--- src/hw/rtl/c2s_delay.sv ---
`default_nettype none
// ----------------------------------------------------------------------------
// c2s_delay: enabled shift line
// Carries valid bits and side data alongside the arithmetic pipelines.
// ----------------------------------------------------------------------------
module c2s_delay #(
	parameter int WIDTH = 8,
	parameter int DEPTH = 2
) (
	input  logic             clk,
	input  logic             arst_n,
	input  logic             en,
	input  logic [WIDTH-1:0] d,
	output logic [WIDTH-1:0] q
);

	logic [WIDTH-1:0] line_s [DEPTH];

	// shift on enable, cleared by reset since valid bits ride here
	always_ff @(posedge clk or negedge arst_n) begin
		if (!arst_n) begin
			for (int i = 0; i < DEPTH; i++) begin
				line_s[i] <= '0;
			end
		end else if (en) begin
			line_s[0] <= d;
			for (int i = 1; i < DEPTH; i++) begin
				line_s[i] <= line_s[i-1];
			end
		end
	end

	assign q = line_s[DEPTH-1];

endmodule
`default_nettype wire

--- config.mk ---
export PLATFORM = sky130hd
export DESIGN_NAME = c2s_delay
export DESIGN_NICKNAME = d
export VERILOG_FILES = /design/src/hw/rtl/c2s_delay.sv
export SDC_FILE = /design/constraint.sdc
export NUM_CORES = 1
export LEC_CHECK = 0
export BUFFER_PORTS_ARGS = -buffer_cell sky130_fd_sc_hd__buf_2
export CORE_MARGIN = 1
export CORE_UTILIZATION = 35
export DETAILED_ROUTE_END_ITERATION = 8
export PLACE_DENSITY = 0.63
export SETUP_SLACK_MARGIN = 0.1
export SYNTH_ARGS = -nofsm -noshare
export SYNTH_HDL_FRONTEND = slang
export SYNTH_SLANG_ARGS = --single-unit
--- constraint.sdc ---
create_clock -name clk -period 0.8 [get_ports clk]
set_input_delay 0.08 -clock clk [delete_from_list [all_inputs] [get_ports clk]]
set_output_delay 0.08 -clock clk [all_outputs]
set_load 0.1 [all_outputs]
==> metrics.yaml <==
status:
  status: "complete, but fails checks"
  violations: "negative setup slack"
route:
  avgViaCountPerCell: 4.22
  wl_per_cell_um: 10.4
  first_iter_violations: 0
  drcViolationCount: 0
  drtAntennaViolNets: 0
  vias: 397
  dr.pass1.iters: 1
  wirelength_um: 977
final_layout:
  postLayoutCoreUtil: 0.586
  antennaDiodeCount: 0
  area_delta_synth_final_pct: 50.3
  fin_cells: 94
  fin_area_um2: 1070
  final_nets: 81
  fillers: 154
  drive_above_1_share: 0.754
hold_path:
  hold_path.class: "input port to flip-flop"
sta:
  finalClockSkew_ns: 0.00243
  drv_slew: 0
  finalCritPeriodShare: 1.30
  worst_pin_slew_ns: 0.353
  fin_tns_setup_ns: -2.27
  rsz0062_at_grt: "true"
  relSlewSlack: 0.765
  hold_ws_ns: 0.0244
  hold_viol: 0
  fmax_mhz: 960
  final.min_clock_period_ns: 1.04
  fin_ws_ns: -0.242
  setup_viol: 13
yosys:
  syn-instance-count: 42
  synth_area_um2: 709
  yosys_register_bits: 16
  syn_avg_cell_area_um2: 16.9
  syn_nets: 53
  yosys_warnings: 0
  synth_seq_area_share: 0.564
  yosysUniqueCellTypes: 6
grt:
  grt_overflow_total: 0
  grt_pass1_wl_um: 1540
  grt.total_usage: 0.110
  grt_pass1_vias: 367
  grt_max_degree: 17
  antenna_found_initial: 0
critical_path:
  worstSetupPathType: "flip-flop to output pin"
  worstSetupEndpointType: "output pin"
  worstSetupStartpointType: "flip-flop"
  path_max_fanout: 2
  crit_arrival_ns: 0.96
  cp.required_ns: 0.72
die:
  initial_core_util: 0.390
  io_pins: 19
  core_um2: 1820
  die_h_um: 47.0
  rows: 15
  die_area_um2: 2210
  fp.dieW_um: 47.0
power_and_ir_drop:
  ir_drop_mv: 1.20
  p_leak_nw: 0.522
  power_density_nw_per_um2: 2460
  total_power_mw: 2.62
cts:
  cts_htree_levels: 1
  clock_sinks: 16
  clock-root-buffer: "clkbuf_4"
  clockBufferDepth: 2
  clk_pin_slew_ns: 0.09
  numCtsBuffers: 3
  cts_tree: "yes"
  clock_latency_ns: 0.28
place:
  placed_area_um2: 945
  dp_cells: 83
  preCtsSetupSlack_ns: -0.00575
  port-buffer-count: 18
  place_congestion: 0.595
run:
  cap_violations: 0
what timing repair did:
item	4_1_cts	5_1_grt
cloned	0	0
hold buffers	1	0
hold endpoints to repair	16	0
setup endpoints to repair	24	24
resized for setup	6	2
buffers inserted	4	2
sequential cells by signal (all words and copies together) (netlist names):
| signal | count |
|---|---|
| q | 8 |
| line_s | 8 |
cells in the final DEF, fill, tap and decap left out:
cell type and instances:
buf_12 10, buf_2 10, buf_4 5, buf_6 7, clkbuf_4 3, clkbuf_8 1, dfrtp_1 16, dlygate4sd3_1 1
mux2_2 5, mux2_4 11
layout make-up:
cell class / instances / area [um2] / area share
Sequential cell: 16 / 400 / 0.376
Timing Repair Buffer: 33 / 377 / 0.353
Multi-Input combinational cell: 16 / 221 / 0.208
Clock buffer: 4 / 36.3 / 0.0340
Tap cell: 25 / 31.3 / 0.0293
Yosys cell counts:
library cell / count / area, um2
buf_6: 1 / 11.3
buf_4: 8 / 60.1
mux2_2: 6 / 67.6
buf_12: 1 / 20.0
mux2_4: 10 / 150
dfrtp_1: 16 / 400
critical path: stages, from the launching register on:
cell and delay, ns:
dfrtp_1 0.41, buf_6 0.13, buf_12 0.15
report_power, final:
group / internal [mW] / switching (mW)
clock: 0.277 / 0.233
sequential: 0.909 / 0.0695
combinational: 0.539 / 0.597
total: 1.73 / 0.899
per-layer routing:
layer	GRT usage	wire length, um	up-vias
li1	-	-	186
met1	0.152	490	192
met2	0.133	406	15
met3	0.0346	51	4
met4	0.103	28	0
met5	0	0	-
worst paths after layout:
kind,startpoint,end,slack [ns],cells past startpoint
max,q[2],q[2],-0.24,2
min,d[3],line_s[11],0.02,2
max reg2reg,q[4],q[4],-0.21,3
min reg2reg,line_s[12],q[4],0.50,1
max in group asynchronous,arst_n,line_s[12],0.31,2
min in group asynchronous,arst_n,q[4],0.23,2
cell families after synthesis:
| kind of cell | count (synthesis) | share of synthesized area |
|---|---|---|
| DFF | 16 | 0.564 |
| muxes | 16 | 0.307 |
| buffers and inverters | 10 | 0.129 |
Power figures use the tool's default switching activity.
