**src/hw/rtl/c2s_isqrt.sv**
```systemverilog
`default_nettype none
// ----------------------------------------------------------------------------
// c2s_isqrt: pipelined integer square root
// Restoring method, one root bit per stage, then an optional round to
// nearest on the final remainder, registered in a last stage.
// ----------------------------------------------------------------------------
module c2s_isqrt #(
	parameter int IN_W     = 64,
	parameter bit ROUND_UP = 1'b0
) (
	input  logic              clk,
	input  logic              en,
	input  logic [IN_W-1:0]   rad,
	output logic [IN_W/2:0]   root
);

	localparam int OUT_W = IN_W / 2;

	logic [IN_W-1:0]  rem_s [OUT_W];
	logic [OUT_W-1:0] rt_s  [OUT_W];
	logic [IN_W-1:0]  trial [OUT_W];
	logic [OUT_W-1:0] ge;

	// trial subtrahend per stage: (2*root + 2^b) * 2^b
	always_comb begin
		trial[0] = IN_W'(1) << (2 * (OUT_W - 1));
		ge[0]    = (rad >= trial[0]);
		for (int k = 1; k < OUT_W; k++) begin
			trial[k] = (IN_W'(rt_s[k-1]) << (OUT_W - k)) |
				(IN_W'(1) << (2 * (OUT_W - 1 - k)));
			ge[k]    = (rem_s[k-1] >= trial[k]);
		end
	end

	// one result bit per stage
	always_ff @(posedge clk) begin
		if (en) begin
			rem_s[0] <= ge[0] ? (rad - trial[0]) : rad;
			rt_s[0]  <= OUT_W'(ge[0]) << (OUT_W - 1);
			for (int k = 1; k < OUT_W; k++) begin
				rem_s[k] <= ge[k] ? (rem_s[k-1] - trial[k]) : rem_s[k-1];
				rt_s[k]  <= rt_s[k-1] | (OUT_W'(ge[k]) << (OUT_W - 1 - k));
			end
			// round half up when the remainder exceeds the root
			root <= (OUT_W+1)'(rt_s[OUT_W-1]) + (OUT_W+1)'(ROUND_UP &&
				(rem_s[OUT_W-1] > IN_W'(rt_s[OUT_W-1])));
		end
	end

endmodule
`default_nettype wire

```
**config.mk**
```make
export PLATFORM = sky130hd
export DESIGN_NAME = c2s_isqrt
export DESIGN_NICKNAME = d
export VERILOG_FILES = /design/src/hw/rtl/c2s_isqrt.sv
export SDC_FILE = /design/constraint.sdc
export NUM_CORES = 2
export LEC_CHECK = 0
export BUFFER_PORTS_ARGS = -buffer_cell sky130_fd_sc_hd__buf_2
export CAP_MARGIN = 15
export CORE_MARGIN = 5
export CORE_UTILIZATION = 30
export DETAILED_ROUTE_END_ITERATION = 6
export PLACE_DENSITY = 0.49
export SLEW_MARGIN = 15
export SYNTH_ARGS = -nofsm -noshare
export SYNTH_HDL_FRONTEND = slang
export SYNTH_SLANG_ARGS = --single-unit
```
**constraint.sdc**
```tcl
create_clock -name clk -period 3.5 [get_ports clk]
set_input_delay 0.175 -clock clk [delete_from_list [all_inputs] [get_ports clk]]
set_output_delay 0.175 -clock clk [all_outputs]
set_load 0.01 [all_outputs]
```
==> metrics.md <==
| Metric | Value |
|---|---|
| Status | complete, no violations |
| Vias in the first global route | ~83,000 |
| Clock slew at reported path FFs | about 0.060 ns |
| Final core occ | 37.1% |
| Antenna Nets Post-Route | 0 |
| Synthesized instance count | 9,609 |
| Hold Path End | rem_s[0][62] |
| Crit. End Element | register |
| Final setup vio count | 0 |
| Row Count | 233 |
| Sum Neg Setup Slack | 0 ns |
| Min-Delay Path Class | primary input to register |
| Mapped Area | 122,000 um^2 |
| Max-cap violations | 0 |
| Critical path's slowest cell | or4_4 |
| Critical Path Start | rem_s[19][27] |
| Clk_lat worst skew | 0.92 ns |
| Layout cell share with drive strength beyond 1 | 18.1% |
| CTS tree | done |
| Initial drt markers | between 5,000 and 6,000 |
| GP Congestion | 0.862 |
| Ys flop type | edfxtp_1 |
| Max FO, Critical Path | 5 |
| Max frequency | 0.286 GHz |
| Number of synthesized register bits | 2,544 |
| Data arrival, critical path | 4.12 ns |
| Post-Synth Adder-Cell Area | under 10% |
| Fill cells | between 30,000 and 40,000 |
| Slowest stage delay, CP | 0.50 ns |
| Main combinational cell family by area after synthesis | simple AND/OR/NAND/NOR gates |
| Root Driver | clkbuf_16 |
| Tcrit/Tclk final | approximately 100% |
| DIE WIDTH | about 650 um |
| Slew Limit Fails | 0 |
| Setup Crit Path Kind | register to register |
| I/O pins | ~100 |
| Core Region | 403,000 um^2 |
| Xor/xnor share of the synthesized area | 6.38% |
| Clock skew | roughly 0.065 ns |
| Die area | 418,000 um^2 |
| Buf+Inv Stages, Crit Path | 4 |
| Mean Syn Cell Area | 12.7 um^2 |
| R2r startpoint | rem_s[19][27] |
| R2r worst-path depth | 14 |
| Port-buffer cells | 97 |
| H-tree lvl count | 5 |
| CTS Buffer Depth | 4 |
| CP cell instances | ha_1 > nand4_1 > or4_4 > nor4_4 > buf_6 > a211oi_4 > o211ai_1 > nand2_1 > buf_6 > o41ai_4 > buf_6 > nand2_2 > xnor2_1 > buf_4 |
| Synthesized Nets | 10,200 |
| Hold path startpoint | rad[62] |
| FFs w/ async S/R, synth | 0% |
| GRT Residual Overflow | 0 |
| WL/cell | 20.7 um |
| Yosys cell types | 93 |
| Hold path cells | 4 |
| Synthesis Warnings | 0 |
| Min Tclk post-route | 3.50 ns |
| Worst-Margin Slew | around 0.94 ns |
| Peak VDD IR | 0.000391 V |
| Nets@finish | 11,600 |
| Synth Area in Compound Gates | 9.19% |
| Critical path startpoint category | register |
| Mux cell area share after synthesis | 0.917% |
| P&R area growth vs syn | 23.0% |
| Post-route DRC | 0 |
| Vias/cell | 4.84 |
| Die Y | between 600 and 700 um |
| CP required | 4.12 ns |
| Reg2Reg Setup Slack | 0.004 ns |
| Overall routed net length | 344,000 um |
| Total number of vias | 80,600 |
| Simple-gate portion of the synthesized area | about 12% |
| Initial Util | 30.2% |
| Static leakage | 56.8 nW |
| Drt pass-1 iters | 6 |
| Final Hold Vio Count | 0 |
| Total track usage | between 10% and 20% |
| CTS Buf Count | slightly below 300 |
| Pin count of the biggest net entering global routing | 145 |
| Seq/Total Area, Yosys | between 60 and 70% |
| DPL Wire Length | 264,000 um |
| EDFF count, synth | ~2,500 |
| Initial antenna violation count | 7 |
| Crit Reg-Reg Endpoint | rem_s[20][52] |
| Pwr Density | 643 nW/um^2 |
| Slew headroom | 37.0% |
| Clk sinks | 2,544 |
| Most common cell on crit path | buf_6 |
| RSZ-0062 raised after global routing | true |
| First-pass GRT wire length | 515,000 um |
| Family with the most delay on the worst path | simple AND/OR/NAND/NOR gates |
flip-flops by register name, summed over array words and instances (netlist names):
signal  count
rem_s    1984
rt_s      528
root       32
logic make-up (layout without fill, tap and decap cells):
group,count (synthesis),count (layout)
compound gates,1810,1810
simple gates,2843,2843
fa+ha+maj,558,558
buf+inv,867,2498
xor+xnor,886,886
other cells,1,7
mux,100,100
flops,2544,2544
how the worst max path moves through the flow:
stage	slack (ns)	cells after the start	endpoint
CTS	-0.02	14	rem_s[20][52]
finish	0.004	14	rem_s[20][52]
floorplan	0.08	11	rem_s[24][52]
detailed placement	-0.83	13	rem_s[26][59]
global placement	-0.79	13	rem_s[26][59]
global route	-0.12	14	rem_s[20][52]
where the power goes:
part | switching [W] | internal [W] | leakage, nW | total (W)
logic | 0.0130 | 0.0106 | 27.7 | 0.0236
registers | 0.00355 | 0.0388 | 24.5 | 0.0423
clock network | 0.0126 | 0.0176 | 4.55 | 0.0302
through the flow:
step	instances	hold WS, ns	cell area (um^2)	total power, W	setup WS [ns]
4_1_cts	16600	0.157	148000	0.0966	-0.0172
5_1_grt	16700	0.231	150000	0.101	-0.116
3_5_place_dp	15900	0.373	136000	0.0655	-0.826
3_3_place_gp	15900	0.368	136000	0.0654	-0.789
6_report	16700	0.260	150000	0.0962	0.00380
2_1_floorplan	9609	0.274	122000	0.0549	0.0837
Yosys cell counts (all sizes together) (247+ instances only):
cell,instances,share of area [%]
nor2,662,2.0
nor4,342,1.8
inv,680,2.1
nor3,250,1.0
o21ai,397,1.6
edfxtp,2544,63
nand2,547,1.7
xnor2,478,3.4
ha,558,5.7
a21oi,642,2.6
xor2,408,2.9
a21o,247,1.5
per-layer routing:
metal  wire [um]  up-vias  GRT usage [%]
li1            -    38900              -
met1      134000    39700           17.8
met2      185000     1459           30.5
met3       11300      526           1.94
met4       13900        0           6.24
met5           0        -              0
layout by cell type (no fill, tap or decap), drive strengths merged, types with 38 or more instances in the layout:
cell / instances
a211oi: 42
a21o: 247
a21oi: 642
a31oi: 49
and3: 48
buf: 1170
clkbuf: 353
clkinv: 109
dlygate4sd3: 128
edfxtp: 2544
ha: 558
inv: 692
mux2: 92
nand2: 547
nand2b: 118
nand3: 171
nand4: 180
nor2: 662
nor2b: 84
nor3: 250
nor4: 342
nor4b: 63
o211ai: 38
o21a: 92
o21ai: 397
o21bai: 53
o31ai: 49
or3: 97
or4: 64
xnor2: 478
xor2: 408
worst register-to-register path: stages, from the launching register on:
cell	delay [ns]
edfxtp_1	0.40
ha_1	0.32
nand4_1	0.23
or4_4	0.50
nor4_4	0.16
buf_6	0.18
a211oi_4	0.07
o211ai_1	0.16
nand2_1	0.16
buf_6	0.16
o41ai_4	0.33
buf_6	0.20
nand2_2	0.06
xnor2_1	0.12
buf_4	0.15
layout make-up:
class	count	area, um^2	area share (%)
sequential	2544	76400	51.0
multi-input combinational	6198	44000	29.4
timing repair buffer	1302	10500	7.03
clock buffer	352	7660	5.12
tap	5405	6760	4.52
inverter	682	2560	1.71
clock inverter	162	1750	1.17
antenna	6	15.0	0.0100
what timing repair did:
item / in CTS / in global routing
hold endpoints to repair: 114 / 0
hold buffers: 128 / 0
buffers inserted: 21 / 46
gates cloned: 3 / 2
setup endpoints to repair: 287 / 388
pin swaps: 24 / 94
gates resized for setup: 113 / 298
(Power assumes the default switching activity.)
